### src/mbv_pkg.sv
`timescale 1ns / 1ps
`default_nettype none

package mbv_pkg;

  localparam int COUNT_WIDTH_DEF = 32;
  localparam int FRAC_BITS_DEF = 16;

  localparam int CFG_ADDR_W = 5;
  localparam int CFG_DATA_W = 32;

  localparam logic [2:0] REG_WHEEL_RADIUS = 3'd0;
  localparam logic [2:0] REG_HALF_AXIS_SUM = 3'd1;
  localparam logic [2:0] REG_COUNTS_PER_REV = 3'd2;
  localparam logic [2:0] REG_GEAR_RATIO = 3'd3;
  localparam logic [2:0] REG_USE_COUNTS = 3'd4;

  localparam logic [15:0] RST_WHEEL_RADIUS = 16'd5112;
  localparam logic [16:0] RST_HALF_AXIS_SUM = 17'd24085;
  localparam logic [15:0] RST_COUNTS_PER_REV = 16'd42;
  localparam logic [7:0] RST_GEAR_RATIO = 8'd5;
  localparam logic RST_USE_COUNTS = 1'b1;

  localparam logic [29:0] NS_PER_S = 30'd1000000000;
  localparam logic [13:0] SEC_PER_MIN = 14'd60;
  localparam logic [63:0] TWO_PI_Q32 = 64'd26986075409;

  localparam logic signed [63:0] S64_MAX = 64'sh7FFF_FFFF_FFFF_FFFF;
  localparam logic signed [63:0] S64_MIN = 64'sh8000_0000_0000_0000;

  typedef enum logic [2:0] {
    S_IDLE,
    S_DIFF,
    S_SUM1,
    S_SUM2,
    S_SUM3,
    S_START,
    S_RUN,
    S_ERR
  } top_state_t;

  typedef enum logic [2:0] {
    P_IDLE,
    P_NUM1,
    P_NUM2,
    P_DEN,
    P_DIV1,
    P_RAD,
    P_DIV2,
    P_DONE
  } lane_phase_t;

  typedef struct packed {
    logic start;
    logic signed [63:0] sum;
    logic [63:0] dt;
    logic [23:0] nt;
    logic [7:0] gr;
    logic [15:0] radius;
    logic [16:0] hs;
    logic use_counts;
  } lane_cmd_t;

  typedef struct packed {
    logic busy;
    logic done;
    logic [31:0] value;
  } lane_res_t;

  function automatic logic signed [63:0] sadd64(logic signed [63:0] a, logic signed [63:0] b);
    logic [64:0] s;
    s = {a[63], a} + {b[63], b};
    if (s[64] ^ s[63]) begin
      return s[64] ? S64_MIN : S64_MAX;
    end
    return signed'(s[63:0]);
  endfunction

  function automatic logic signed [63:0] ssub64(logic signed [63:0] a, logic signed [63:0] b);
    logic [64:0] s;
    s = {a[63], a} - {b[63], b};
    if (s[64] ^ s[63]) begin
      return s[64] ? S64_MIN : S64_MAX;
    end
    return signed'(s[63:0]);
  endfunction

endpackage

`default_nettype wire

### src/mbv_lane.sv
`timescale 1ns / 1ps
`default_nettype none

module mbv_lane
  import mbv_pkg::*;
#(
  parameter int FRAC_BITS = FRAC_BITS_DEF,
  parameter bit YAW = 1'b0
) (
  input  wire logic      clk,
  input  wire logic      rst_n,
  input  wire lane_cmd_t cmd,
  input  wire logic      ack,
  output lane_res_t      res
);

  localparam int SPD_SHIFT = 32 - FRAC_BITS;
  localparam int XY_SHIFT = 50 - FRAC_BITS;
  localparam int YAW_SHIFT = 34 - FRAC_BITS;

  lane_phase_t phase_r, phase_nxt;
  logic neg_r, neg_nxt;
  logic [127:0] num_r, num_nxt;
  logic [127:0] den_r, den_nxt;
  logic [127:0] rem_r, rem_nxt;
  logic [127:0] acc_r, acc_nxt;
  logic [127:0] ma_r, ma_nxt;
  logic [63:0] mb_r, mb_nxt;
  logic [2:0] mi_r, mi_nxt;
  logic [6:0] cnt_r, cnt_nxt;
  logic [31:0] val_r, val_nxt;

  logic [31:0] wa, wb;
  logic [63:0] prod;
  logic [2:0] wsh;
  logic [127:0] term, acc_sum;
  logic mul_last;
  logic div_take;
  logic [127:0] div_sh, rem_step, num_step;
  logic [63:0] mag;
  logic [13:0] spd_den;

  function automatic logic [31:0] fin(logic [127:0] q, logic neg);
    logic [31:0] limit;
    logic [31:0] m;
    limit = neg ? 32'h8000_0000 : 32'h7FFF_FFFF;
    m = ((|q[127:32]) || (q[31:0] > limit)) ? limit : q[31:0];
    return neg ? (32'd0 - m) : m;
  endfunction

  always_comb begin
    wa = ma_r[{mi_r[2:1], 5'b0} +: 32];
    wb = mb_r[{mi_r[0], 5'b0} +: 32];
    prod = {32'd0, wa} * {32'd0, wb};
    wsh = {1'b0, mi_r[2:1]} + {2'b0, mi_r[0]};
    term = {64'd0, prod} << {wsh, 5'b0};
    acc_sum = acc_r + term;
    mul_last = (mi_r == 3'd7);
    div_sh = {rem_r[126:0], num_r[127]};
    div_take = rem_r[127] || (div_sh >= den_r);
    rem_step = div_take ? (div_sh - den_r) : div_sh;
    num_step = {num_r[126:0], div_take};
    mag = cmd.sum[63] ? 64'(-cmd.sum) : 64'(cmd.sum);
    spd_den = SEC_PER_MIN * {6'd0, cmd.gr};
  end

  always_comb begin
    phase_nxt = phase_r;
    neg_nxt = neg_r;
    num_nxt = num_r;
    den_nxt = den_r;
    rem_nxt = rem_r;
    acc_nxt = acc_r;
    ma_nxt = ma_r;
    mb_nxt = mb_r;
    mi_nxt = mi_r;
    cnt_nxt = cnt_r;
    val_nxt = val_r;
    unique case (phase_r)
      P_IDLE: begin
        if (cmd.start) begin
          neg_nxt = cmd.sum[63];
          acc_nxt = '0;
          mi_nxt = '0;
          rem_nxt = '0;
          cnt_nxt = '0;
          if (mag == 64'd0 || cmd.radius == 16'd0) begin
            val_nxt = '0;
            phase_nxt = P_DONE;
          end else if (cmd.use_counts) begin
            if (cmd.nt == 24'd0) begin
              val_nxt = fin('1, cmd.sum[63]);
              phase_nxt = P_DONE;
            end else begin
              ma_nxt = {64'd0, mag};
              mb_nxt = {34'd0, NS_PER_S};
              phase_nxt = P_NUM1;
            end
          end else begin
            if (cmd.gr == 8'd0) begin
              val_nxt = fin('1, cmd.sum[63]);
              phase_nxt = P_DONE;
            end else begin
              num_nxt = {64'd0, mag} << SPD_SHIFT;
              den_nxt = {114'd0, spd_den};
              phase_nxt = P_DIV1;
            end
          end
        end
      end
      P_NUM1: begin
        acc_nxt = acc_sum;
        mi_nxt = mi_r + 3'd1;
        if (mul_last) begin
          ma_nxt = acc_sum;
          mb_nxt = TWO_PI_Q32;
          acc_nxt = '0;
          phase_nxt = P_NUM2;
        end
      end
      P_NUM2: begin
        acc_nxt = acc_sum;
        mi_nxt = mi_r + 3'd1;
        if (mul_last) begin
          num_nxt = acc_sum;
          ma_nxt = {64'd0, cmd.dt};
          mb_nxt = {40'd0, cmd.nt};
          acc_nxt = '0;
          phase_nxt = P_DEN;
        end
      end
      P_DEN: begin
        acc_nxt = acc_sum;
        mi_nxt = mi_r + 3'd1;
        if (mul_last) begin
          den_nxt = acc_sum;
          phase_nxt = P_DIV1;
        end
      end
      P_DIV1: begin
        rem_nxt = rem_step;
        num_nxt = num_step;
        cnt_nxt = cnt_r + 7'd1;
        if (cnt_r == 7'd127) begin
          if (|num_step[127:96]) begin
            val_nxt = fin('1, neg_r);
            phase_nxt = P_DONE;
          end else begin
            ma_nxt = num_step;
            mb_nxt = {48'd0, cmd.radius};
            acc_nxt = '0;
            phase_nxt = P_RAD;
          end
        end
      end
      P_RAD: begin
        acc_nxt = acc_sum;
        mi_nxt = mi_r + 3'd1;
        if (mul_last) begin
          if (!YAW) begin
            val_nxt = fin(acc_sum >> XY_SHIFT, neg_r);
            phase_nxt = P_DONE;
          end else if (cmd.hs == 17'd0) begin
            val_nxt = fin('1, neg_r);
            phase_nxt = P_DONE;
          end else begin
            num_nxt = acc_sum;
            den_nxt = {111'd0, cmd.hs} << YAW_SHIFT;
            rem_nxt = '0;
            cnt_nxt = '0;
            phase_nxt = P_DIV2;
          end
        end
      end
      P_DIV2: begin
        rem_nxt = rem_step;
        num_nxt = num_step;
        cnt_nxt = cnt_r + 7'd1;
        if (cnt_r == 7'd127) begin
          val_nxt = fin(num_step, neg_r);
          phase_nxt = P_DONE;
        end
      end
      P_DONE: begin
        if (ack) begin
          phase_nxt = P_IDLE;
        end
      end
      default: begin
        phase_nxt = P_IDLE;
      end
    endcase
  end

  always_ff @(posedge clk) begin
    if (!rst_n) begin
      phase_r <= P_IDLE;
    end else begin
      phase_r <= phase_nxt;
    end
  end

  always_ff @(posedge clk) begin
    neg_r <= neg_nxt;
    num_r <= num_nxt;
    den_r <= den_nxt;
    rem_r <= rem_nxt;
    acc_r <= acc_nxt;
    ma_r <= ma_nxt;
    mb_r <= mb_nxt;
    mi_r <= mi_nxt;
    cnt_r <= cnt_nxt;
    val_r <= val_nxt;
  end

  always_comb begin
    res.busy = (phase_r != P_IDLE);
    res.done = (phase_r == P_DONE);
    res.value = val_r;
  end

endmodule

`default_nettype wire

### config.mk
export PLATFORM = sky130hd
export DESIGN_NAME = mbv_lane
export DESIGN_NICKNAME = d
export VERILOG_FILES = /design/src/mbv_pkg.sv /design/src/mbv_lane.sv
export SDC_FILE = /design/constraint.sdc
export NUM_CORES = 2
export LEC_CHECK = 0
export BUFFER_PORTS_ARGS = -buffer_cell sky130_fd_sc_hd__buf_2
export CAP_MARGIN = 5
export CORE_MARGIN = 2
export CORE_UTILIZATION = 33
export DETAILED_ROUTE_END_ITERATION = 12
export GPL_ROUTABILITY_DRIVEN = 1
export PLACE_DENSITY = 0.57
export SLEW_MARGIN = 30
export SYNTH_ARGS = -nofsm -noshare
export SYNTH_HDL_FRONTEND = slang
export SYNTH_SLANG_ARGS = --single-unit
### constraint.sdc
create_clock -name clk -period 20 [get_ports clk]
set_input_delay 0 -clock clk [delete_from_list [all_inputs] [get_ports clk]]
set_output_delay 0 -clock clk [all_outputs]
set_load 0.005 [all_outputs]
* After elaboration in Yosys (flattened, before gate mapping)
Index checks and enable logic that the tools add are counted.
** Word-level totals
- ROM bits :: 0
- Memories :: 0
- Bits in registers :: 750
- RAM bits :: 0
- Bits in latches :: 0
** Operators by class
- Equal/unequal tests :: 26
- Div/mod/pow operators :: 0
- Magnitude comparators :: 3
- Multipliers :: 2
- Bitwise gates (word level) :: 0
- Shift-type cells :: 3
- Add/subtract/negate cells :: 10
- Reduce and logical (&&, ||, !) cells :: 33
- Multiplexer cells :: 72
** Operators with widths (number)
- $mux W128 :: 21
- $pmux W128 S4 :: 2
- $mux W64 :: 9
- $mux W32 :: 17
- $pmux W128 S2 :: 2
- $pmux W128 S3 :: 1
- $pmux W64 S4 :: 1
- $add A128 B128 Y128 :: 1
- $ge A128 B128 Y1 :: 1
- $pmux W32 S4 :: 1
- $shiftx A128 B8 Y32 :: 1
- $shl A64 B8 Y128 :: 1
- $sub A1 B32 Y32 const A :: 4
- $sub A128 B128 Y128 :: 1
- $reduce_or A96 Y1 :: 1
- $gt A32 B32 Y1 :: 2
- $logic_not A64 Y1 :: 1
- $mul A32 B32 Y64 :: 1
- $neg A64 Y64 :: 1
- $shiftx A64 B7 Y32 :: 1
- $reduce_or A62 Y1 :: 1
- $mux W3 :: 12
- $reduce_or A32 Y1 :: 1
- $ne A2 B2 Y1 const B :: 15
- other kinds (29) :: 50

* Longest topological paths before layout
- Depth after elaboration :: 11
- Mapped depth :: 81
- Mapped depth without buffers :: 72

* Worst setup path after synthesis
Ideal clock, no wire load.
- Path type :: reg2reg
- Start :: register mi_r[1]
- End :: register val_r[28] (data pin)
- Data required time :: 19867 ps
- Stages on the path, launching flop included :: 76
- Library setup time :: 133 ps
- Path slack :: 2611 ps
- Arrival :: 17256 ps
- Period minus slack after synthesis :: 17389 ps
- Path buffers :: 9
- Cell sequence :: edfxtp_1 -> clkbuf_1 -> buf_1 -> clkbuf_1 -> mux2i_1 -> nand2_1 -> o21ai_1 -> clkbuf_1 -> nor2_1 -> fa_1 -> inv_1 -> fa_1 -> fa_1 -> inv_1 -> fa_1 -> fa_1 -> fa_1 -> fa_1 -> (+40 left out) -> and3_1 -> buf_2 -> buf_2 -> buf_2 -> nand2_1 -> o21ai_0 -> ha_1 -> inv_1 -> nor3_1 -> nand4_1 -> or4_4 -> or2_1 -> buf_2 -> nor3_2 -> a31oi_1 -> mux2_2 -> a221oi_1 -> a311o_1
** On the way
- Longest elaborated chain between the ends :: 11
- Elaborated cells between the ends (all ways) :: 13
- Classes of those cells :: add/sub: 3; mul: 1; order compare: 1; shift: 2; mux: 4; reduce/logical: 2
** Ends and longest elaborated chain
- from (decl) :: line mbv_lane.sv:29 : logic [2:0] mi_r, mi_nxt;
- from (signal assigned) :: line mbv_lane.sv:211 : mi_r <= mi_nxt;
- $shiftx A128 B8 Y32 :: line mbv_lane.sv:52 : wa = ma_r[{mi_r[2:1], 5'b0} +: 32];
- $mul A32 B32 Y64 :: line mbv_lane.sv:54 : prod = {32'd0, wa} * {32'd0, wb};
- $shl A64 B8 Y128 (*) :: line mbv_lane.sv:56 : term = {64'd0, prod} << {wsh, 5'b0};
- $add A128 B128 Y128 (*) :: line mbv_lane.sv:57 : acc_sum = acc_r + term;
- net acc_sum[65] :: line mbv_lane.sv:36 : logic [127:0] term, acc_sum;
- $gt A32 B32 Y1 (*) :: line mbv_lane.sv:47 : m = ((|q[127:32]) || (q[31:0] > limit)) ? limit : q[31:0];
- $logic_or A1 B1 Y1 (*) :: line mbv_lane.sv:47
- $mux W32 (*) :: line mbv_lane.sv:47
- $sub A1 B32 Y32 :: line mbv_lane.sv:48 : return neg ? (32'd0 - m) : m;
- $mux W32 (*) :: line mbv_lane.sv:48
- $mux W32 (*) :: line mbv_lane.sv:159 : if (mul_last) begin
- $pmux W32 S4 (*) :: line mbv_lane.sv:79 : unique case (phase_r)
- net val_nxt[28] :: line mbv_lane.sv:31 : logic [31:0] val_r, val_nxt;
- to (signal assigned) :: line mbv_lane.sv:213 : val_r <= val_nxt;
- to (decl) :: line mbv_lane.sv:31
Mark *: on every way through the listed nets, which the timed path passes. The rest lies on a longest branch. The select of a mux whose other input is x is not followed.
A chain may end at the register's enable or synchronous reset.

* Worst setup path in the final report
- Start :: register mi_r[1]
- End :: register val_r[28] (data pin)
** On the way
- Longest elaborated chain between the ends :: 11
- Elaborated cells between the ends (all ways) :: 13
- Classes of those cells :: add/sub: 3; mul: 1; order compare: 1; shift: 2; mux: 4; reduce/logical: 2
** Ends and longest elaborated chain (line)
- $shiftx A128 B8 Y32 :: mbv_lane.sv:52
- $mul A32 B32 Y64 :: mbv_lane.sv:54
- $shl A64 B8 Y128 (*) :: mbv_lane.sv:56
- $add A128 B128 Y128 (*) :: mbv_lane.sv:57
- net acc_sum[61] :: mbv_lane.sv:36
- $gt A32 B32 Y1 :: mbv_lane.sv:47
- $logic_or A1 B1 Y1 :: mbv_lane.sv:47
- $mux W32 (*) :: mbv_lane.sv:47
- $sub A1 B32 Y32 :: mbv_lane.sv:48
- $mux W32 (*) :: mbv_lane.sv:48
- $mux W32 (*) :: mbv_lane.sv:159
- $pmux W32 S4 (*) :: mbv_lane.sv:79
- net val_nxt[28] :: mbv_lane.sv:31
Marked as above.

==> metrics <==
status=finished, final reports clean; Ports=232; worst endpoint data arrival time=19.75 ns; Final Worst Setup Slack=roughly 0.86 ns; Final Hold Fails=0; syn_nets=~12000; residual DRC count=0; post-place setup slack=around 1.1 ns; Syn Area/Cell=slightly below 9 um2; WL per Instance=28.0 um; Total GRT Usage=0.287; synth unique cells=~100; Reg2Reg Launch Point=mi_r[1]; nets=12039; reg2reg end=val_r[28]; relative slew slack=0.206; number of routed nets with antenna violations=0; DRT Pass-1 Iters=7; final setup fails=0; setup TNS=0 ns; CTS tree=yes; H-Tree Depth=3; post-synthesis sequential area ratio=0.246; GPL Wtd Cong=1.05; Min Hold Slack=0.0502 ns; met1 wire length=158 mm; total gr overflow=0; Inserted Clock Buffers=87; CP Max Fanout=65; Setup crit start kind=flop; Final Max Slew Viols=0; Starting Density=0.332; Hold Crit Start=cmd[93]; Yosys reg bits=~710; die area=268000 um2; routed vias/inst=5.77; Worst path slowest cell=mux2i_1; DR WL met2=between 150 and 200 mm; clk_skew=0.0583 ns; initial DRC count=9773; Mapped Cells=approximately 10000; commonest non-fill, non-tap cell in the layout=nor2_1; cell row count=188; core area=262000 um2; Synth Area in Adders=0.291; Post-synth EDFFs=710; Layout area overhead=13.0%; clock sink count=just over 700; required time of the critical path=20.61 ns; xor-xnor portion of the synthesized cell area=0.0375; most frequent cells in the layout=nor2_1, inv_1, nand2_1, fa_1, a21oi_1; Worst-Skew Late Latency=0.75 ns; vias in the first global route=78355; area fraction in compound gates after synthesis=0.168; drt total wl=391 mm; clock slew at reported path FFs=0.07 ns; buffer depth of the longest clock path=3; Synth Area in Simple Gates=0.168; initial antenna violation count=38; Die H=517 um; hpwl dp=about 320 mm; Max Cap Viol=0; Final period util=0.957; fraction of registers with async set or reset after synthesis=0; Hold Path Stages=4; routed vias=~80000; fin crit period=19.14 ns; Main synth FF type=edfxtp_1; Worst Max-Slew Pin Slew=1.19 ns; R2R cell count=74; crit path kind=flop to flop; post-synthesis cell area=roughly 87000 um2; largest family of logic cells by synthesized area=adder cells; share of layout cells above drive strength 1=0.0992; maximum clock rate=around 52 MHz; worst min path class=primary input to flop; fill count=26758; clock root cell=clkbuf_16; YS warnings=0; top routing layer in use=met5; WHS Endpoint=ma_r[27]; post-layout util=0.375; metal3 WL=~42 mm; RSZ-0062 raised after global routing=no; die width=around 520 um; r2r setup slk=0.86 ns; pin count of the biggest net entering global routing=156; first-pass GRT wire length=about 560 mm; CP endpoint kind=flop; Critical Path Max Stage Delay=about 0.71 ns; post-synthesis mux area share=0.0158; port bufs=214
-- what timing repair did --
action | CTS | global route
hold buffers | 113 | 1
buffers inserted | 0 | 1
endpoints found under the setup margin | 0 | 5
hold endpoints to repair | 95 | 1
resized for setup | 0 | 19
-- area by class of cell --
| type | count | area (um2) | share of cell area |
|---|---|---|---|
| well taps | 3515 | 4400 | 0.0448 |
| multi-input cells | 7614 | 59700 | 0.607 |
| clock buffers | 99 | 2240 | 0.0228 |
| repair buffers | 768 | 5620 | 0.0572 |
| clock inverters | 59 | 577 | 0.00587 |
| inverters | 1143 | 4300 | 0.0437 |
| flip-flops and latches | 713 | 21400 | 0.218 |
| diodes | 18 | 45.0 | 0.000458 |
-- worst max path at each step --
stage,startpoint,endpoint,cells after the start
final,mi_r[1],val_r[28],74
after global routing,mi_r[0],val_r[28],74
after CTS,mi_r[1],val_r[28],74
after detailed placement,mi_r[1],val_r[22],74
after global placement,mi_r[1],val_r[22],74
after floorplan,mi_r[1],val_r[28],75
-- kinds of logic after synthesis --
group,Yosys count
muxes,131
and+or+nand+nor,3282
DFF,713
xor gates and xnor gates,372
AOI/OAI and AO/OA,2315
buffers and inverters,1711
adders and majority gates,1514
-- sequential cells by signal, indices dropped and copies added, names as in the netlist --
register and count:
rem_r 128, cnt_r 7, val_r 32, num_r 128, mb_r 27, neg_r 1
mi_r 3, ma_r 128, phase_r 3, den_r 128, acc_r 128
-- per-layer routing --
layer | global-route usage | up-vias
met2 | 0.431 | 4457
li1 | - | 34943
met4 | 0.156 | 24
met5 | 0 | -
met1 | 0.379 | 40086
met3 | 0.0714 | 859
-- synthesized netlist by cell type (42+ instances only) --
cell type	n	area (um2)
o21a_1	78	586
clkbuf_1	507	1900
ha_1	664	8310
nor2_1	1229	4610
a21o_1	224	1680
nor3_1	97	485
o22ai_1	104	651
and2_1	117	732
nand4_1	166	1040
o21bai_1	71	533
a22o_1	59	517
o31ai_1	50	375
a21oi_1	739	3700
a31oi_1	51	319
xor2_1	164	1440
xnor2_1	207	1810
inv_1	1135	4260
a22oi_1	42	315
mux2i_1	80	801
edfxtp_1	710	21300
nand2b_1	76	475
fa_1	850	17000
nand2_1	1114	4180
nor4_1	77	482
mux2_2	51	574
and3_1	55	344
nor2b_1	65	407
o211ai_1	51	383
o21ai_0	502	2510
nand3_1	131	656
-- critical path, delay by kind of cell, from the launching register on --
kind | cells | cell delay [ns]
XOR/XNOR | 2 | 0.40
buffers and inverters | 12 | 2.09
AO/OA/AOI/OAI | 19 | 3.93
adder cells (fa/ha/maj) | 12 | 5.07
multiplexers | 3 | 1.21
flip-flops | 1 | 0.37
AND/OR/NAND/NOR | 26 | 5.65
-- through the flow --
step	std cells	cell area, um2
after floorplan	10038	87000
after global placement	13634	93900
after detailed placement	13637	94000
after CTS	13908	98000
after global routing	13912	98200
final	13929	98300
Power is not shown: default switching activity piles up to over one toggle a cycle in this logic, so the estimate is an artifact.
