[src/mbv_pkg.sv]
`timescale 1ns / 1ps
`default_nettype none

package mbv_pkg;

  localparam int COUNT_WIDTH_DEF = 32;
  localparam int FRAC_BITS_DEF = 16;

  localparam int CFG_ADDR_W = 5;
  localparam int CFG_DATA_W = 32;

  localparam logic [2:0] REG_WHEEL_RADIUS = 3'd0;
  localparam logic [2:0] REG_HALF_AXIS_SUM = 3'd1;
  localparam logic [2:0] REG_COUNTS_PER_REV = 3'd2;
  localparam logic [2:0] REG_GEAR_RATIO = 3'd3;
  localparam logic [2:0] REG_USE_COUNTS = 3'd4;

  localparam logic [15:0] RST_WHEEL_RADIUS = 16'd5112;
  localparam logic [16:0] RST_HALF_AXIS_SUM = 17'd24085;
  localparam logic [15:0] RST_COUNTS_PER_REV = 16'd42;
  localparam logic [7:0] RST_GEAR_RATIO = 8'd5;
  localparam logic RST_USE_COUNTS = 1'b1;

  localparam logic [29:0] NS_PER_S = 30'd1000000000;
  localparam logic [13:0] SEC_PER_MIN = 14'd60;
  localparam logic [63:0] TWO_PI_Q32 = 64'd26986075409;

  localparam logic signed [63:0] S64_MAX = 64'sh7FFF_FFFF_FFFF_FFFF;
  localparam logic signed [63:0] S64_MIN = 64'sh8000_0000_0000_0000;

  typedef enum logic [2:0] {
    S_IDLE,
    S_DIFF,
    S_SUM1,
    S_SUM2,
    S_SUM3,
    S_START,
    S_RUN,
    S_ERR
  } top_state_t;

  typedef enum logic [2:0] {
    P_IDLE,
    P_NUM1,
    P_NUM2,
    P_DEN,
    P_DIV1,
    P_RAD,
    P_DIV2,
    P_DONE
  } lane_phase_t;

  typedef struct packed {
    logic start;
    logic signed [63:0] sum;
    logic [63:0] dt;
    logic [23:0] nt;
    logic [7:0] gr;
    logic [15:0] radius;
    logic [16:0] hs;
    logic use_counts;
  } lane_cmd_t;

  typedef struct packed {
    logic busy;
    logic done;
    logic [31:0] value;
  } lane_res_t;

  function automatic logic signed [63:0] sadd64(logic signed [63:0] a, logic signed [63:0] b);
    logic [64:0] s;
    s = {a[63], a} + {b[63], b};
    if (s[64] ^ s[63]) begin
      return s[64] ? S64_MIN : S64_MAX;
    end
    return signed'(s[63:0]);
  endfunction

  function automatic logic signed [63:0] ssub64(logic signed [63:0] a, logic signed [63:0] b);
    logic [64:0] s;
    s = {a[63], a} - {b[63], b};
    if (s[64] ^ s[63]) begin
      return s[64] ? S64_MIN : S64_MAX;
    end
    return signed'(s[63:0]);
  endfunction

endpackage

`default_nettype wire

[src/mbv_chan_if.sv]
`timescale 1ns / 1ps
`default_nettype none


interface mbv_out_if;
  logic valid;
  logic ready;
  logic signed [31:0] vel_x;
  logic signed [31:0] vel_y;
  logic signed [31:0] yaw_rate;
  logic status;

  modport source(output valid, vel_x, vel_y, yaw_rate, status, input ready);
  modport sink(input valid, vel_x, vel_y, yaw_rate, status, output ready);
endinterface

`default_nettype wire

[src/mbv_merge.sv]
`timescale 1ns / 1ps
`default_nettype none

module mbv_merge
  import mbv_pkg::*;
(
  input  wire logic      clk,
  input  wire logic      rst_n,
  input  wire logic      load,
  input  wire logic      err,
  input  wire lane_res_t res_x,
  input  wire lane_res_t res_y,
  input  wire lane_res_t res_w,
  output logic           can_load,
  mbv_out_if.source      out_if
);

  logic valid_r;
  logic signed [31:0] vx_r, vy_r, vw_r;
  logic status_r;

  assign can_load = !valid_r || out_if.ready;

  always_ff @(posedge clk) begin
    if (!rst_n) begin
      valid_r <= 1'b0;
    end else if (load) begin
      valid_r <= 1'b1;
    end else if (out_if.ready) begin
      valid_r <= 1'b0;
    end
  end

  always_ff @(posedge clk) begin
    if (load) begin
      vx_r <= err ? 32'sd0 : signed'(res_x.value);
      vy_r <= err ? 32'sd0 : signed'(res_y.value);
      vw_r <= err ? 32'sd0 : signed'(res_w.value);
      status_r <= err;
    end
  end

  assign out_if.valid = valid_r;
  assign out_if.vel_x = vx_r;
  assign out_if.vel_y = vy_r;
  assign out_if.yaw_rate = vw_r;
  assign out_if.status = status_r;

endmodule

`default_nettype wire

[src/flat_wrapper.sv]
// flat-port wrapper written by rule: the top's interface ports become plain ports
module mbv_merge_flat import mbv_pkg::*;
  (clk, rst_n, load, err, res_x, res_y, res_w, can_load, out_if_valid, out_if_vel_x, out_if_vel_y, out_if_yaw_rate, out_if_status, out_if_ready);
  mbv_out_if out_if_i ();
  input  wire logic clk;
  input  wire logic rst_n;
  input  wire logic load;
  input  wire logic err;
  input  wire lane_res_t res_x;
  input  wire lane_res_t res_y;
  input  wire lane_res_t res_w;
  output logic can_load;
  output wire logic [$bits(out_if_i.valid)-1:0] out_if_valid;
  output wire logic [$bits(out_if_i.vel_x)-1:0] out_if_vel_x;
  output wire logic [$bits(out_if_i.vel_y)-1:0] out_if_vel_y;
  output wire logic [$bits(out_if_i.yaw_rate)-1:0] out_if_yaw_rate;
  output wire logic [$bits(out_if_i.status)-1:0] out_if_status;
  input wire logic [$bits(out_if_i.ready)-1:0] out_if_ready;
  assign out_if_valid = out_if_i.valid;
  assign out_if_vel_x = out_if_i.vel_x;
  assign out_if_vel_y = out_if_i.vel_y;
  assign out_if_yaw_rate = out_if_i.yaw_rate;
  assign out_if_status = out_if_i.status;
  assign out_if_i.ready = out_if_ready;
  mbv_merge u_core (.clk(clk), .rst_n(rst_n), .load(load), .err(err), .res_x(res_x), .res_y(res_y), .res_w(res_w), .can_load(can_load), .out_if(out_if_i));
endmodule
[config.mk]
export PLATFORM = sky130hd
export DESIGN_NAME = mbv_merge_flat
export DESIGN_NICKNAME = d
export VERILOG_FILES = /design/src/mbv_pkg.sv /design/src/mbv_chan_if.sv /design/src/mbv_merge.sv /design/src/flat_wrapper.sv
export SDC_FILE = /design/constraint.sdc
export NUM_CORES = 1
export LEC_CHECK = 0
export BUFFER_PORTS_ARGS = -buffer_cell sky130_fd_sc_hd__clkbuf_2
export CAP_MARGIN = 0
export CELL_PAD_IN_SITES_DETAIL_PLACEMENT = 0
export CELL_PAD_IN_SITES_GLOBAL_PLACEMENT = 1
export CORE_MARGIN = 2
export CORE_UTILIZATION = 38
export CTS_BUF_LIST = sky130_fd_sc_hd__clkbuf_8
export DETAILED_ROUTE_END_ITERATION = 12
export PLACE_DENSITY_LB_ADDON = 0.3
export SETUP_SLACK_MARGIN = 0.4
export SYNTH_ARGS = -nofsm -noshare
export SYNTH_HDL_FRONTEND = slang
export SYNTH_SLANG_ARGS = --single-unit
[constraint.sdc]
create_clock -name clk -period 1.65 [get_ports clk]
set_clock_uncertainty 0.15 [all_clocks]
set_input_delay 0.2475 -clock clk [delete_from_list [all_inputs] [get_ports clk]]
set_output_delay 0.2475 -clock clk [all_outputs]
set_load 0.02 [all_outputs]
## Word-level counts from Yosys, hierarchy flattened

Cells that the tools add are included.

| operators by class | value |
|---|---|
| muxes and demuxes | 2 |
| reductions and logical operators | 3 |

Operator list:

| operator | number |
|---|---|
| $mux W1 | 2 |
| $reduce_bool A2 Y1 | 1 |
| $logic_not A1 Y1 | 1 |
| $logic_or A1 B1 Y1 | 1 |

| storage, ports and cells | value |
|---|---|
| bits in registers | 98 |
| bits of input ports | 107 |
| output and inout bits | 99 |
| word-level logic and storage cells | 10 |

## Longest topological paths before layout

Gate-level depths: netlist of the first run.

| logic depth | value |
|---|---|
| depth after elaboration | 2 |
| mapped depth | 3 |
| gate-level depth less buffers | 2 |

## Worst setup path after synthesis of the first run

OpenSTA, ideal clock, no wires.

| timing path | value |
|---|---|
| path kind | reg-to-reg |
| start | register, netlist name u_core.out_if.valid |
| end | register u_core.valid_r (netlist: u_core.out_if.valid) |
| library setup time | 76 ps |
| data arrival time | 798 ps |
| required time | 1424 ps |
| setup slack | 626 ps |
| cell stages (with the launch flop) | 3 |
| path buffers | 0 |
| clock period less this slack | 1024 ps |
| cell sequence | dfxtp_1 nand2b_1 a21boi_0 |

RTL lines:

| what | RTL line | text |
|---|---|---|
| to (signal assigned) | mbv_merge.sv:26 | `valid_r <= 1'b0;` |
| to (signal assigned) | mbv_merge.sv:28 | `valid_r <= 1'b1;` |
| to (signal assigned) | mbv_merge.sv:30 | `valid_r <= 1'b0;` |
| to (decl) | mbv_merge.sv:18 | `logic valid_r;` |

## Final worst setup path of the first run

| timing path | value |
|---|---|
| start | register u_core.vy_r[14] (netlist: u_core.out_if.vel_y[14]) |
| end | output port out_if_vel_y[14] |

RTL lines:

| what | RTL line | text |
|---|---|---|
| from (decl) | mbv_merge.sv:19 | `logic signed [31:0] vx_r, vy_r, vw_r;` |
| from (signal assigned) | mbv_merge.sv:37 | `vy_r <= err ? 32'sd0 : signed'(res_y.value);` |
| to (decl) | flat_wrapper.sv:15 | `output wire logic [$bits(out_if_i.vel_y)-1:0] out_if_vel_y;` |

No word-level cell between the ends.

==> summary.md, run 1 <==
| Metric | Value |
|---|---|
| Outcome | `complete, no violations` |
| Final Max Tran Viols | `0` |
| Top-area cell type share of the netlist area | `about four fifths` |
| Seq cells post-synth | `a little under 100` |
| Crit path launch type | `flip-flop` |
| CP Class | `flip-flop to primary output` |
| Clock tree buffer depth | `2` |
| Worst-path cell chain | `buf_6` |
| Synth Cell Area | `between 3000 and 4000 um^2` |
| Rows | `35` |
| Cells after Synth | `about 210` |
| CTS Buf Count | `9` |
| Worst Hold Class | `primary input to flip-flop` |
| M1 GR Usage | `16.8%` |
| Pleak | `between 2 and 2.5 nW` |
| Met3 usage | `about 6.2%` |
| Cell Pwr Density | `about 970 nW/um^2` |
| Core area | `9240 um^2` |
| GR peak layer | `met2` |
| Max_cap viols | `0` |
| Initial drt markers | `74` |
| Layout cell share with drive strength beyond 1 | `between 50% and 60%` |
| First-pass GRT wire length | `11,000 um` |
| Number of global-route vias before repair | `about 2,200` |
| Worst-Margin Slew | `approximately 0.28 ns` |
| Die H | `about 100 um` |
| Drt first pass iters | `4` |
| Buffers plus inverters on the worst setup path | `1` |
| HPWL Detailed | `roughly 5400 um` |
| Syn_area_per_cell | `roughly 18 um^2` |
| TNS Setup | `0 ns` |
| Synth warn | `0` |
| Wire length per cell | `~14 um` |
| Worst path top cell family by delay | `flip-flops` |
| Final setup margin | `about 0.33 ns` |
| GR Util met2 | `a little over a fifth` |
| Initial Util | `between 30% and 40%` |
| Commonest non-fill, non-tap cells in the layout | `clkbuf_2 (99), edfxtp_1 (97), nor2b_1 (96)` |
| Antenna violations before repair | `0` |
| Synth unique cells | `9` |
| Largest cells by area after synthesis | `edfxtp_1 (80%), nor2b_1 (17%), buf_6 (1.2%), buf_2 (0.69%), dfxtp_1 (0.55%)` |
| Sequential-to-total area share from yosys stat | `roughly four fifths` |
| RSZ-0062 raised after global routing | `yes` |
| Crit-path max FO | `1` |
| Setup WS pre-CTS | `0.396 ns` |
| Sink Count | `between 90 and 100` |
| Gr ovfl total | `0` |
| CP Data Arrival Time | `0.92 ns` |
| Vias | `2,337` |
| Critical Path Sink Type | `primary output` |
| Clock-pin slew on the worst setup and hold paths | `around 0.1 ns` |
| Worst path depth | `1` |
| Minimum clock period | `around 1.3 ns` |
| Synth-to-Final Area Change | `51.1%` |
| Post-route ant nets | `0` |
| Global-route usage over all layers | `around 14%` |
| Worst r2r path cells | `2` |
| # setup viols final | `0` |
| GPL Wtd Cong | `roughly 0.71` |
| Critical Path RT | `1.25 ns` |
| Slew headroom | `approximately four fifths` |
| Via/cell ratio | `4.26` |
| Diode count | `0` |
| Clk root buf | `clkbuf_8` |
| Post-CTS setup buffer count | `0` |
| Final worst-path cycle share | `between 70% and 80%` |
| Dominant cell type by area after synthesis | `edfxtp_1` |
| CTS tree | `built` |
| Max stage delay cell, worst path | `edfxtp_1` |
| Most common cell after layout, fill and taps aside | `clkbuf_2` |
| Ports | `approximately 210` |
| DIE WIDTH | `roughly 100 um` |
| Nets@finish | `521` |
| Skew-Pair Late Insertion Delay | `about 0.35 ns` |
| DIE AREA | `10,300 um^2` |
| CP max stage delay | `0.42 ns` |
| WL final | `7720 um` |
| Largest net degree at the start of global routing | `52` |
| Fmax | `between 700 and 800 MHz` |
| Port bufs | `a little under 200` |
| Final hold vios | `0` |
| Worst Hold Depth | `2` |
| DRC | `0` |
| Maximum VDD drop | `about 0.44 mV` |
| H-tree level count | `3` |
| Mapped Nets | `roughly 310` |
==> repair_timing <==
action | in CTS | in global routing
setup endpoints to repair | 99 | 99
hold endpoints to repair | 1 | 0
hold buffers | 1 | 0
gates resized for setup | 4 | 250
==> path summary, 6_finish.rpt <==
path                                               from                     end  slack [ns]
worst max register to register      u_core.out_if.valid     u_core.out_if.valid        0.82
worst min register to register      u_core.out_if.valid     u_core.out_if.valid        0.40
worst min-delay path                           res_x[3]  u_core.out_if.vel_x[3]        0.03
worst max-delay path            u_core.out_if.vel_y[14]        out_if_vel_y[14]        0.33
==> synth_stat cells, drive strengths merged <==
| library cell | count |
|---|---|
| nor2b | 96 |
| a21boi | 1 |
| inv | 1 |
| buf | 10 |
| edfxtp | 97 |
| dfxtp | 1 |
| nand2b | 1 |
==> through the flow <==
step | power (mW) | hold WS, ns | utilization (%) | area, um^2 | cells
2_1_floorplan | 3.44 | 0.196 | - | 3630 | 207
3_3_place_gp | 3.80 | 0.340 | 52.0 | 4810 | 531
3_5_place_dp | 3.81 | 0.345 | 52.0 | 4810 | 531
4_1_cts | 5.20 | 0.00898 | 54.2 | 5000 | 548
5_1_grt | 5.54 | 0.0114 | 59.3 | 5480 | 548
6_report | 5.33 | 0.0315 | 59.3 | 5480 | 548
==> power by group <==
part	internal (mW)	switching [mW]	leakage [nW]
sequential	2.95	0.0783	0.944
combinational	0.459	0.457	1.24
clock	0.580	0.803	0.0909
==> cells by family (layout without fill, tap and decap cells) <==
group           Yosys count  count (layout)  share of synthesized area, %
flops                    98              98                          80.8
simple gates             97              97                          16.7
buf+inv                  11             223                          2.24
compound gates            1               1                         0.207
==> sequential cells by signal, indices dropped and copies added (netlist names) <==
name and cells:
u_core.out_if.status 1, u_core.out_if.valid 1, u_core.out_if.vel_x 32, u_core.out_if.vel_y 32
u_core.out_if.yaw_rate 32
==> final cells by class <==
class	instances	area, um^2
sequential	98	2940
timing repair buffer	206	1590
inverter	1	3.75
multi-input combinational	98	622
fill	767	3760
clock inverter	6	36.3
tap	129	161
clock buffer	10	138
==> layer usage <==
metal  up-vias  wire [um]
li1       1125          -
met3         7        974
met4         0         78
met1      1073       3040
met5         -          0
met2       132       3630
(Power assumes the default switching activity.)
==> run 2, diff against run 1 <==
--- a/config.mk
+++ b/config.mk
@@ -10,7 +10,7 @@
 export CELL_PAD_IN_SITES_DETAIL_PLACEMENT = 0
 export CELL_PAD_IN_SITES_GLOBAL_PLACEMENT = 1
 export CORE_MARGIN = 2
-export CORE_UTILIZATION = 38
+export CORE_UTILIZATION = 32
 export CTS_BUF_LIST = sky130_fd_sc_hd__clkbuf_8
 export DETAILED_ROUTE_END_ITERATION = 12
 export PLACE_DENSITY_LB_ADDON = 0.3
==> constraint.sdc (replaced) <==
create_clock -name clk -period 1.1 [get_ports clk]
set_clock_uncertainty 0.15 [all_clocks]
set_input_delay 0.165 -clock clk [delete_from_list [all_inputs] [get_ports clk]]
set_output_delay 0.165 -clock clk [all_outputs]
set_load 0.02 [all_outputs]
==> run 2 against run 1 <==
The run now ends with hold timing, setup timing left. Non-clock buffer count rose by 9. Sequential share of layout area shrank 0.33 points. Largest power group unchanged. Combinational power grew 52%. Critical endpoint is now out_if_vel_y[8]. Worst setup slack got worse by 0.47 ns. Clock power rose by 38%. Routed wire length is 1.6% higher. Hold slack got worse by 0.11 ns. Sequential power grew 50%. Design area up 0.62%. Largest cell class unchanged.
==> summary.md, run 2 (synthesized netlist as in run 1, its figures left out) <==
| Metric | Value |
|---|---|
| Outcome | `finished, violations left (was complete, no violations)` |
| Failing checks | `hold timing, setup timing` |
| DIE AREA | `12,200 um^2 (was 10,300 um^2)` |
| Layout cell share with drive strength beyond 1 | `53.5% (was 52.7%)` |
| Most common cell after layout, fill and taps aside | `clkbuf_2 (unchanged)` |
| Via/cell ratio | `4.23 (was 4.26)` |
| Skew-Pair Late Insertion Delay | `0.35 ns (about the same)` |
| Clk root buf | `clkbuf_8 (unchanged)` |
| Vias | `2,405 (was 2,337)` |
| Initial Util | `33.2% (was 39.3%)` |
| CTS Buf Count | `9 (unchanged)` |
| Wire length per cell | `13.8 um (was 14.1 um)` |
| Diode count | `0 (unchanged)` |
| Final Max Tran Viols | `0 (unchanged)` |
| Crit path launch type | `flip-flop (unchanged)` |
| Max_cap viols | `0 (unchanged)` |
| Worst path top cell family by delay | `flip-flops (unchanged)` |
| First-pass GRT wire length | `12,200 um (was 11,000 um)` |
| CP max stage delay | `0.42 ns (about the same)` |
| Maximum VDD drop | `0.554 mV (was 0.438 mV)` |
| TNS Setup | `-9.57 ns (was 0 ns)` |
| Critical Path RT | `0.78 ns (was 1.25 ns)` |
| Commonest non-fill, non-tap cells in the layout | `clkbuf_2 (104), edfxtp_1 (97), nor2b_1 (96) (was clkbuf_2 (99), edfxtp_1 (97), nor2b_1 (96))` |
| Sink Count | `98 (unchanged)` |
| WL final | `7850 um (was 7720 um)` |
| Clock-pin slew on the worst setup and hold paths | `0.09 ns (was 0.10 ns)` |
| Worst-Margin Slew | `0.183 ns (was 0.276 ns)` |
| Core area | `10,900 um^2 (was 9240 um^2)` |
| Nets@finish | `530 (was 521)` |
| Fmax | `just over 800 MHz` |
| Worst-path cell chain | `buf_6 (unchanged)` |
| RSZ-0062 raised after global routing | `yes (unchanged)` |
| GPL Wtd Cong | `0.721 (was 0.706)` |
| Antenna violations before repair | `0 (unchanged)` |
| Synth-to-Final Area Change | `52.0% (was 51.1%)` |
| Rows | `38 (was 35)` |
| CP Class | `flip-flop to primary output (unchanged)` |
| Slew headroom | `87.8% (was 81.6%)` |
| HPWL Detailed | `5910 um (was 5400 um)` |
| Clock tree buffer depth | `2 (unchanged)` |
| Pleak | `2.31 nW (was 2.28 nW)` |
| Max stage delay cell, worst path | `edfxtp_1 (unchanged)` |
| Initial drt markers | `46 (was 74)` |
| Worst Hold Class | `primary input to flip-flop (unchanged)` |
| Number of global-route vias before repair | `2,491 (was 2,212)` |
| Drt first pass iters | `4 (unchanged)` |
| Cell Pwr Density | `1420 nW/um^2 (was 972 nW/um^2)` |
| Die H | `110 um (was 102 um)` |
| R2r setup slk | `0.24 ns (was 0.82 ns)` |
| Gr ovfl total | `0 (unchanged)` |
| # setup viols final | `99 (was 0)` |
| H-tree level count | `3 (unchanged)` |
| Post-route ant nets | `0 (unchanged)` |
| Global-route usage over all layers | `12.9% (was 14.1%)` |
| Final hold vios | `97 (was 0)` |
| DRC | `0 (unchanged)` |
| Final worst-path cycle share | `113%` |
| CP Data Arrival Time | `0.93 ns (was 0.92 ns)` |
| DIE WIDTH | `110 um (was 102 um)` |
| Minimum clock period | `around 1.2 ns` |
| Buffers plus inverters on the worst setup path | `1 (unchanged)` |
| Ports | `206 (unchanged)` |
| Port bufs | `199 (unchanged)` |
| Critical Path Sink Type | `primary output (unchanged)` |
| Min Hold Slack | `-0.0769 ns (was 0.0315 ns)` |
| Crit-path max FO | `1 (unchanged)` |
| Layout Cells excl Fill | `568 (was 548)` |
| CTS tree | `built (unchanged)` |
| Final setup margin | `-0.141 ns (was 0.330 ns)` |
| Largest net degree at the start of global routing | `34 (was 52)` |
| Dpl cells | `550 (was 531)` |
==> run 2: cell count changes in the layout (fill, tap and decap cells not counted) <==
cell / before / now
buf_6: 75 / 67
dlygate4sd3_1: 1 / 0
clkinvlp_4: 2 / 0
buf_4: 4 / 11
buf_8: 1 / 2
a21boi_0: 1 / 0
buf_2: 22 / 26
clkinv_4: 1 / 0
clkinv_1: 0 / 3
clkbuf_16: 0 / 1
a21boi_2: 0 / 1
clkbuf_8: 10 / 9
clkbuf_2: 99 / 104
clkinv_2: 1 / 2
==> run 2: final cells by class <==
| cell class | count | area [um^2] |
|---|---|---|
| fill | 946 | 5420 |
| sequential | 98 | 2940 |
| timing repair buffer | 215 | 1620 |
| multi-input combinational | 98 | 626 |
| tap | 140 | 175 |
| clock buffer | 9 | 124 |
| clock inverter | 7 | 28.8 |
| inverter | 1 | 3.75 |
==> run 2: routing by layer <==
layer / vias to the layer above / GRT usage (%) / routed length (um)
met4: 0 / 6.92 / 178
li1: 1146 / - / -
met3: 13 / 6.04 / 998
met1: 1110 / 14.4 / 2900
met5: - / 0 / 0
met2: 136 / 20.4 / 3770
==> run 2: power breakdown <==
part           leakage, nW  total (mW)  internal, mW  switching (mW)
Sequential           0.944        4.54          4.43           0.113
Combinational         1.28        1.39         0.690           0.695
Clock               0.0879        1.91         0.777            1.13
Total                 2.31        7.84          5.89            1.94
==> run 2: what timing repair did <==
item | CTS | global route
endpoints found under the setup margin | 100 | 144
hold endpoints to repair | 96 | 96
buffers inserted | 1 | 0
gates cloned | 0 | 1
gates resized for setup | 5 | 225
pin swaps | 1 | 0
==> run 2: worst paths after layout <==
path                               start                  end  depth (start not counted)
setup / recovery  u_core.out_if.vel_y[8]      out_if_vel_y[8]                          1
setup reg to reg     u_core.out_if.valid  u_core.out_if.valid                          3
hold / removal                     rst_n  u_core.out_if.valid                          2
hold reg to reg      u_core.out_if.valid  u_core.out_if.valid                          3
==> run 2: per-stage QoR <==
| step | util [%] | cell area [um^2] | setup WS (ns) | power, mW |
|---|---|---|---|---|
| finish | 50.4 | 5520 | -0.141 | 7.84 |
| detailed placement | 44.7 | 4890 | 0.0137 | 5.75 |
| global route | 50.4 | 5520 | -0.186 | 8.19 |
| global placement | 44.7 | 4890 | 0.0215 | 5.73 |
| CTS | 46.4 | 5080 | -0.181 | 7.67 |
| floorplan | - | 3700 | 0.282 | 5.18 |
